## config.mk

```make
export PLATFORM = sky130hd
export DESIGN_NAME = q17_front
export DESIGN_NICKNAME = d
export VERILOG_FILES = /design/src/hdl/q17_pkg.sv /design/src/hdl/q17_front.sv
export SDC_FILE = /design/constraint.sdc
export NUM_CORES = 2
export LEC_CHECK = 0
export BUFFER_PORTS_ARGS = -buffer_cell sky130_fd_sc_hd__buf_4
export CORE_MARGIN = 10
export CORE_UTILIZATION = 30
export DETAILED_ROUTE_END_ITERATION = 8
export GPL_TIMING_DRIVEN = 0
export PLACE_DENSITY = 0.44
export SETUP_SLACK_MARGIN = 0.15
export SKIP_CTS_REPAIR_TIMING = 1
export SYNTH_ARGS = -nofsm -noshare
export SYNTH_HDL_FRONTEND = slang
export SYNTH_SLANG_ARGS = --single-unit
```

## constraint.sdc

```tcl
create_clock -name aclk -period 7.3 [get_ports aclk]
set_input_delay 1.46 -clock aclk [delete_from_list [all_inputs] [get_ports aclk]]
set_output_delay 1.46 -clock aclk [all_outputs]
set_load 0.05 [all_outputs]
```

## src/hdl/q17_pkg.sv

```systemverilog
`timescale 1ns / 1ps
`default_nettype none

package q17_pkg;

    // Operation codes carried in the action field
    localparam logic [3:0] ACT_ADD        = 4'd0;
    localparam logic [3:0] ACT_SUB        = 4'd1;
    localparam logic [3:0] ACT_NEG        = 4'd2;
    localparam logic [3:0] ACT_MUL        = 4'd3;
    localparam logic [3:0] ACT_DIV        = 4'd4;
    localparam logic [3:0] ACT_SQRT       = 4'd5;
    localparam logic [3:0] ACT_TO_INT     = 4'd6;
    localparam logic [3:0] ACT_FROM_INT   = 4'd7;
    localparam logic [3:0] ACT_TO_FLOAT   = 4'd8;
    localparam logic [3:0] ACT_FROM_FLOAT = 4'd9;

    localparam int FRAC_BITS    = 17;
    localparam int DIV_STEPS    = 32;
    localparam int NEWTON_ITERS = 5;

    localparam logic [31:0] MAG_MAX  = 32'h7fff_ffff;
    localparam logic [31:0] SIGN_BIT = 32'h8000_0000;
    localparam logic [31:0] ROOT_SEED = 32'd1255;

    // Float conversion: exponent that leaves the mantissa unshifted, and
    // exponent field of a fixed value whose leading one sits at bit 31
    localparam logic [7:0] FLT_UNIT_EXP = 8'd133;
    localparam logic [7:0] FLT_TOP_EXP  = 8'd141;

    // Per-transaction sideband carried down the pipeline
    typedef struct packed {
        logic [3:0]  act;
        logic [31:0] a;
        logic [31:0] amag;
        logic [31:0] bmag;
        logic        bzero;
        logic        sgn;
        logic        sat;
        logic [31:0] res;
        logic [31:0] g;
        logic [31:0] dq;
    } item_t;

    // Count leading zeros of a 32-bit word (32 for zero)
    function automatic logic [5:0] clz32(input logic [31:0] x);
        logic [5:0] n;
        n = 6'd32;
        for (int i = 0; i < 32; i++) begin
            if (x[i]) begin
                n = 6'(31 - i);
            end
        end
        return n;
    endfunction

endpackage

`default_nettype wire

```

## src/hdl/q17_front.sv

```systemverilog
`timescale 1ns / 1ps
`default_nettype none

module q17_front
    import q17_pkg::*;
(
    input  wire logic        aclk,
    input  wire logic        aresetn,
    input  wire logic        ce,
    input  wire logic        in_valid,
    input  wire logic [3:0]  in_act,
    input  wire logic [31:0] in_a,
    input  wire logic [31:0] in_b,
    output logic             out_valid,
    output item_t            out_item
);

    // Stage 1: capture operands and their magnitudes
    logic        v1_reg;
    logic [3:0]  act1_reg;
    logic [31:0] a1_reg, b1_reg, amag1_reg, bmag1_reg;

    always_ff @(posedge aclk) begin
        if (!aresetn) begin
            v1_reg <= 1'b0;
        end else if (ce) begin
            v1_reg <= in_valid;
        end
    end

    always_ff @(posedge aclk) begin
        if (ce) begin
            act1_reg  <= in_act;
            a1_reg    <= in_a;
            b1_reg    <= in_b;
            amag1_reg <= in_a[31] ? 32'(32'd0 - in_a) : in_a;
            bmag1_reg <= in_b[31] ? 32'(32'd0 - in_b) : in_b;
        end
    end

    // Stage 2: product, leading zeros and the short operations
    logic        v2_reg;
    logic [3:0]  act2_reg;
    logic [31:0] a2_reg, amag2_reg, bmag2_reg, res2_reg;
    logic [63:0] prod2_reg;
    logic [5:0]  lz2_reg;
    logic        sgn2_reg, sat2_reg, bzero2_reg;

    logic [31:0] res2_next;
    logic [31:0] toint_mag;
    logic [7:0]  fexp, fsh;
    logic [31:0] fman, fmag;

    always_comb begin
        // from-float: shift the mantissa by the distance to the unit exponent
        fexp = a1_reg[30:23];
        fman = {8'd0, 1'b1, a1_reg[22:0]};
        fmag = '0;
        fsh  = '0;
        if (fexp >= FLT_UNIT_EXP) begin
            fsh  = 8'(fexp - FLT_UNIT_EXP);
            fmag = (fsh < 8'd32) ? (fman << fsh[4:0]) : '0;
        end else begin
            fsh  = 8'(FLT_UNIT_EXP - fexp);
            fmag = (fsh < 8'd32) ? (fman >> fsh[4:0]) : '0;
        end
        toint_mag = amag1_reg >> FRAC_BITS;

        case (act1_reg)
            ACT_ADD:      res2_next = 32'(a1_reg + b1_reg);
            ACT_SUB:      res2_next = 32'(a1_reg - b1_reg);
            ACT_NEG:      res2_next = 32'(32'd0 - a1_reg);
            ACT_TO_INT:   res2_next = a1_reg[31] ? 32'(32'd0 - toint_mag) : toint_mag;
            ACT_FROM_INT: res2_next = a1_reg << FRAC_BITS;
            ACT_FROM_FLOAT: begin
                if (a1_reg[30:0] == 31'd0) begin
                    res2_next = '0;
                end else begin
                    res2_next = a1_reg[31] ? 32'(32'd0 - fmag) : fmag;
                end
            end
            default:      res2_next = '0;
        endcase
    end

    always_ff @(posedge aclk) begin
        if (!aresetn) begin
            v2_reg <= 1'b0;
        end else if (ce) begin
            v2_reg <= v1_reg;
        end
    end

    always_ff @(posedge aclk) begin
        if (ce) begin
            act2_reg   <= act1_reg;
            a2_reg     <= a1_reg;
            amag2_reg  <= amag1_reg;
            bmag2_reg  <= bmag1_reg;
            res2_reg   <= res2_next;
            prod2_reg  <= {32'd0, amag1_reg} * {32'd0, bmag1_reg};
            lz2_reg    <= clz32(amag1_reg);
            sgn2_reg   <= a1_reg[31] ^ b1_reg[31];
            // quotient of 2^32 or more: high dividend word already not below divisor
            sat2_reg   <= (amag1_reg >> 15) >= bmag1_reg;
            bzero2_reg <= (b1_reg == 32'd0);
        end
    end

    // Stage 3: finish multiply and to-float
    logic        v3_reg;
    item_t       item3_reg;
    item_t       item3_next;
    logic [46:0] mul_t;
    logic [31:0] mul_mag, norm;

    always_comb begin
        mul_t   = prod2_reg[63:FRAC_BITS];
        mul_mag = (mul_t >= 47'h8000_0000) ? MAG_MAX : mul_t[31:0];
        norm    = amag2_reg << lz2_reg;

        item3_next       = '0;
        item3_next.act   = act2_reg;
        item3_next.a     = a2_reg;
        item3_next.amag  = amag2_reg;
        item3_next.bmag  = bmag2_reg;
        item3_next.bzero = bzero2_reg;
        item3_next.sgn   = sgn2_reg;
        item3_next.sat   = sat2_reg;
        item3_next.g     = ROOT_SEED;
        case (act2_reg)
            ACT_MUL: item3_next.res = sgn2_reg ? 32'(32'd0 - mul_mag) : mul_mag;
            ACT_TO_FLOAT: begin
                if (a2_reg == 32'd0) begin
                    item3_next.res = '0;
                end else begin
                    item3_next.res = {a2_reg[31], 8'(FLT_TOP_EXP - {2'b00, lz2_reg}),
                                      norm[30:8]};
                end
            end
            default: item3_next.res = res2_reg;
        endcase
    end

    always_ff @(posedge aclk) begin
        if (!aresetn) begin
            v3_reg <= 1'b0;
        end else if (ce) begin
            v3_reg <= v2_reg;
        end
    end

    always_ff @(posedge aclk) begin
        if (ce) begin
            item3_reg <= item3_next;
        end
    end

    assign out_valid = v3_reg;
    assign out_item  = item3_reg;

endmodule

`default_nettype wire

```

==> reports/qor.yml <==
synthesis.area_per_instance_um2: 10.1
placement.io_buffers: 207
synth_area_leader_cell: "sky130_fd_sc_hd__fa_1"
synth_area_leaders: "sky130_fd_sc_hd__fa_1 30%, sky130_fd_sc_hd__edfxtp_1 23%, sky130_fd_sc_hd__ha_1 7.2%, sky130_fd_sc_hd__inv_1 6.0%, sky130_fd_sc_hd__and2_1 5.0%"
place.gp.congestion: 0.992
routed_wl_um: 281000
layout.nets: 7720
die_width_um: 464
run_status: "complete, but fails checks"
critical_path.reg2reg.endpoint: "prod2_reg[46]"
grt_use_total_pct: 25.4
postSynthRegisterBits: 454
grt.overflow.total: 0
die_height_um: 464
post-synth-top-count-cell: "sky130_fd_sc_hd__inv_1"
synthCells: 5868
design.portCount: 272
dp_slack_ns: -3.64
routedWlPerCell_um: 30.9
hold_class: "reg2reg"
origin_of_the_critical_flop_to_flop_path: "amag1_reg[28]"
timing.final.setup_violations: 31
drt-vias-per-instance: 5.20
clkSlewWorstSetupHoldPaths_ns: 0.06
synth-edff-count: 451
maximum_root_to_sink_buffer_count: 3
timing.reg2reg.worst_path_depth: 27
grt_pass1_wl_um: 387000
hold_path.startpoint: "bmag2_reg[0]"
maxClockFrequency_ghz: 0.121
cts-root-buf: "sky130_fd_sc_hd__clkbuf_16"
route.vias.total: 47300
whs_endpoint: "out_item[99]"
dp.final_hpwl_um: 227000
cp-start-kind: "register"
hold-path-cell-count: 0
die_area_um2: 215000
timing.final.crit_share_pct: 113
ff2ff_setup_slack_ns: -0.97
route.antenna.remaining_nets: 0
area_growth_pct: 20.0
largest_register_ffs: 134
worst_ep_required_time_ns: 7.76
drc_errors: 0
finalWorstPathRequiredPeriod_ns: 8.27
grt_setup_unrepaired: "true"
synth-main-ff-cell: "sky130_fd_sc_hd__edfxtp_1"
worst-slew-pin-transition_ns: 1.28
netlist-cell-type-count: 91
starting_density_of_the_core_pct: 30.2
worstPathArrival_ns: 8.73
final-max-slew-violation-count: 0
row_count: 162
cts_tree: "built"
fin_worst_skew_ns: 0.0451
critical_path.endpoint_type: "register"
final-hold-violation-count: 0
drtIter0Drc: 5180
maximum_level_of_the_cts_h_tree: 2
via_count_of_the_first_global_routing_pass: 47600
layout.area.seq_um2: 13600
violations_in_the_final_reports: "setup timing"
slew_headroom_pct: 14.0
fp.coreArea_um2: 195000
postLayoutSetupSlackWorst_ns: -0.971
clock_sinks: 454
cap_viol_max_count: 0
most_used_standard_cells_in_the_synthesized_netlist: "939 x sky130_fd_sc_hd__inv_1, 896 x sky130_fd_sc_hd__fa_1, 591 x sky130_fd_sc_hd__nand2_1, 469 x sky130_fd_sc_hd__and2_1, 451 x sky130_fd_sc_hd__edfxtp_1"
multi_input_comb_area_um2: 41500
ys_seq_area_share_pct: 23.0
filler_cell_count: 19900
path_class: "reg2reg"
asyncSetResetFlopFracSynth_pct: 0
layout-drive-gt1-share_pct: 17.7
critPathMaxFanout: 10
drt_pre_antenna_iters: 6
numCtsBuffers: 56
grt_max_degree: 124
yosys.area.top_type_share_pct: 30.4
mappedNetlistArea_um2: 59000
number_of_antenna_violations_at_the_first_check_in_global_routing: 57
clock_latency_at_the_later_pin_of_the_worst_skew_pair_ns: 0.70
synthesis.yosys.warnings: 0
worst max-delay path by stage:
stage / startpoint / end / slack, ns / depth (start not counted)
floorplan: amag1_reg[5] / prod2_reg[63] / 0.13 / 27
global placement: a1_reg[0] / prod2_reg[63] / -3.64 / 28
detailed placement: bmag1_reg[9] / prod2_reg[47] / -3.64 / 23
CTS: bmag1_reg[9] / prod2_reg[47] / -3.66 / 23
global route: bmag1_reg[15] / prod2_reg[46] / -1.10 / 30
finish: amag1_reg[28] / prod2_reg[46] / -0.97 / 27
critical path, cell delays in order, from the launching register on:
cell and delay (ns):
sky130_fd_sc_hd__edfxtp_1 0.43, sky130_fd_sc_hd__buf_8 0.23, sky130_fd_sc_hd__buf_4 0.32, sky130_fd_sc_hd__nand2_1 0.12
sky130_fd_sc_hd__fa_1 0.52, sky130_fd_sc_hd__inv_1 0.05, sky130_fd_sc_hd__fa_1 0.48, sky130_fd_sc_hd__inv_1 0.05
sky130_fd_sc_hd__fa_1 0.53, sky130_fd_sc_hd__fa_1 0.58, sky130_fd_sc_hd__inv_1 0.06, sky130_fd_sc_hd__fa_1 0.49
sky130_fd_sc_hd__fa_2 0.58, sky130_fd_sc_hd__fa_1 0.42, sky130_fd_sc_hd__fa_1 0.48, sky130_fd_sc_hd__ha_2 0.47
sky130_fd_sc_hd__and4_4 0.25, sky130_fd_sc_hd__nor2b_4 0.19, sky130_fd_sc_hd__o2111ai_4 0.15, sky130_fd_sc_hd__a21oi_2 0.18
sky130_fd_sc_hd__buf_6 0.14, sky130_fd_sc_hd__o211ai_1 0.09, sky130_fd_sc_hd__buf_4 0.19, sky130_fd_sc_hd__buf_12 0.13
sky130_fd_sc_hd__a21oi_4 0.20, sky130_fd_sc_hd__a21oi_4 0.11, sky130_fd_sc_hd__o21a_4 0.23, sky130_fd_sc_hd__xnor2_4 0.31
cells by family after synthesis:
logic type | share of synthesized area, %
xor gates and xnor gates | 3.77
muxes | 4.47
adders and majority gates | 37.6
and+or+nand+nor | 14.1
AOI/OAI and AO/OA | 7.91
other | 0.0127
DFF | 23.0
buffers and inverters | 9.13
metal layers:
| metal | share of wire [%] | track usage, % |
|---|---|---|
| met3 | 9.1 | 5.99 |
| met4 | 4.6 | 10.4 |
| met5 | 0.064 | 0 |
| met2 | 42 | 36.7 |
| met1 | 44 | 36.1 |
area by class of cell:
class	count	area share, %
multi-input combinational	4121	58.6
sequential	454	19.2
timing repair buffer	427	5.54
inverter	952	5.16
tap	2624	4.63
buffer	401	4.17
clock buffer	64	2.02
clock inverter	36	0.669
antenna	11	0.0389
per-stage QoR:
| stage | instances | setup TNS [ns] | util, % | instance area (um^2) | hold slack, ns |
|---|---|---|---|---|---|
| 2_1_floorplan | 5930 | 0 | - | 59900 | 0.400 |
| 3_3_place_gp | 8761 | -131.73 | 33.1 | 64700 | 0.404 |
| 3_5_place_dp | 8765 | -126.05 | 33.2 | 64900 | 0.405 |
| 4_1_cts | 8865 | -129.93 | 34.2 | 66800 | 0.419 |
| 5_1_grt | 9080 | -25.67 | 36.2 | 70800 | 0.422 |
| 6_report | 9090 | -20.08 | 36.3 | 70800 | 0.417 |
layout by cell type (no fill, tap or decap), types with 57 or more instances in the layout:
master                        n
sky130_fd_sc_hd__inv_1      912
sky130_fd_sc_hd__fa_1       861
sky130_fd_sc_hd__nand2_1    586
sky130_fd_sc_hd__and2_1     455
sky130_fd_sc_hd__edfxtp_1   451
sky130_fd_sc_hd__buf_4      450
sky130_fd_sc_hd__ha_1       320
sky130_fd_sc_hd__nor2_1     258
sky130_fd_sc_hd__xnor2_1    172
sky130_fd_sc_hd__a21oi_1    135
sky130_fd_sc_hd__o21ai_0    132
sky130_fd_sc_hd__clkbuf_1   122
sky130_fd_sc_hd__mux2i_1     85
sky130_fd_sc_hd__conb_1      64
sky130_fd_sc_hd__xor2_1      61
sky130_fd_sc_hd__a21o_1      58
sky130_fd_sc_hd__clkbuf_16   58
sky130_fd_sc_hd__mux4_2      57
Power is left out: the tool's default activity adds up to more than one toggle a clock period on the data nets, which glitch-free logic cannot reach.
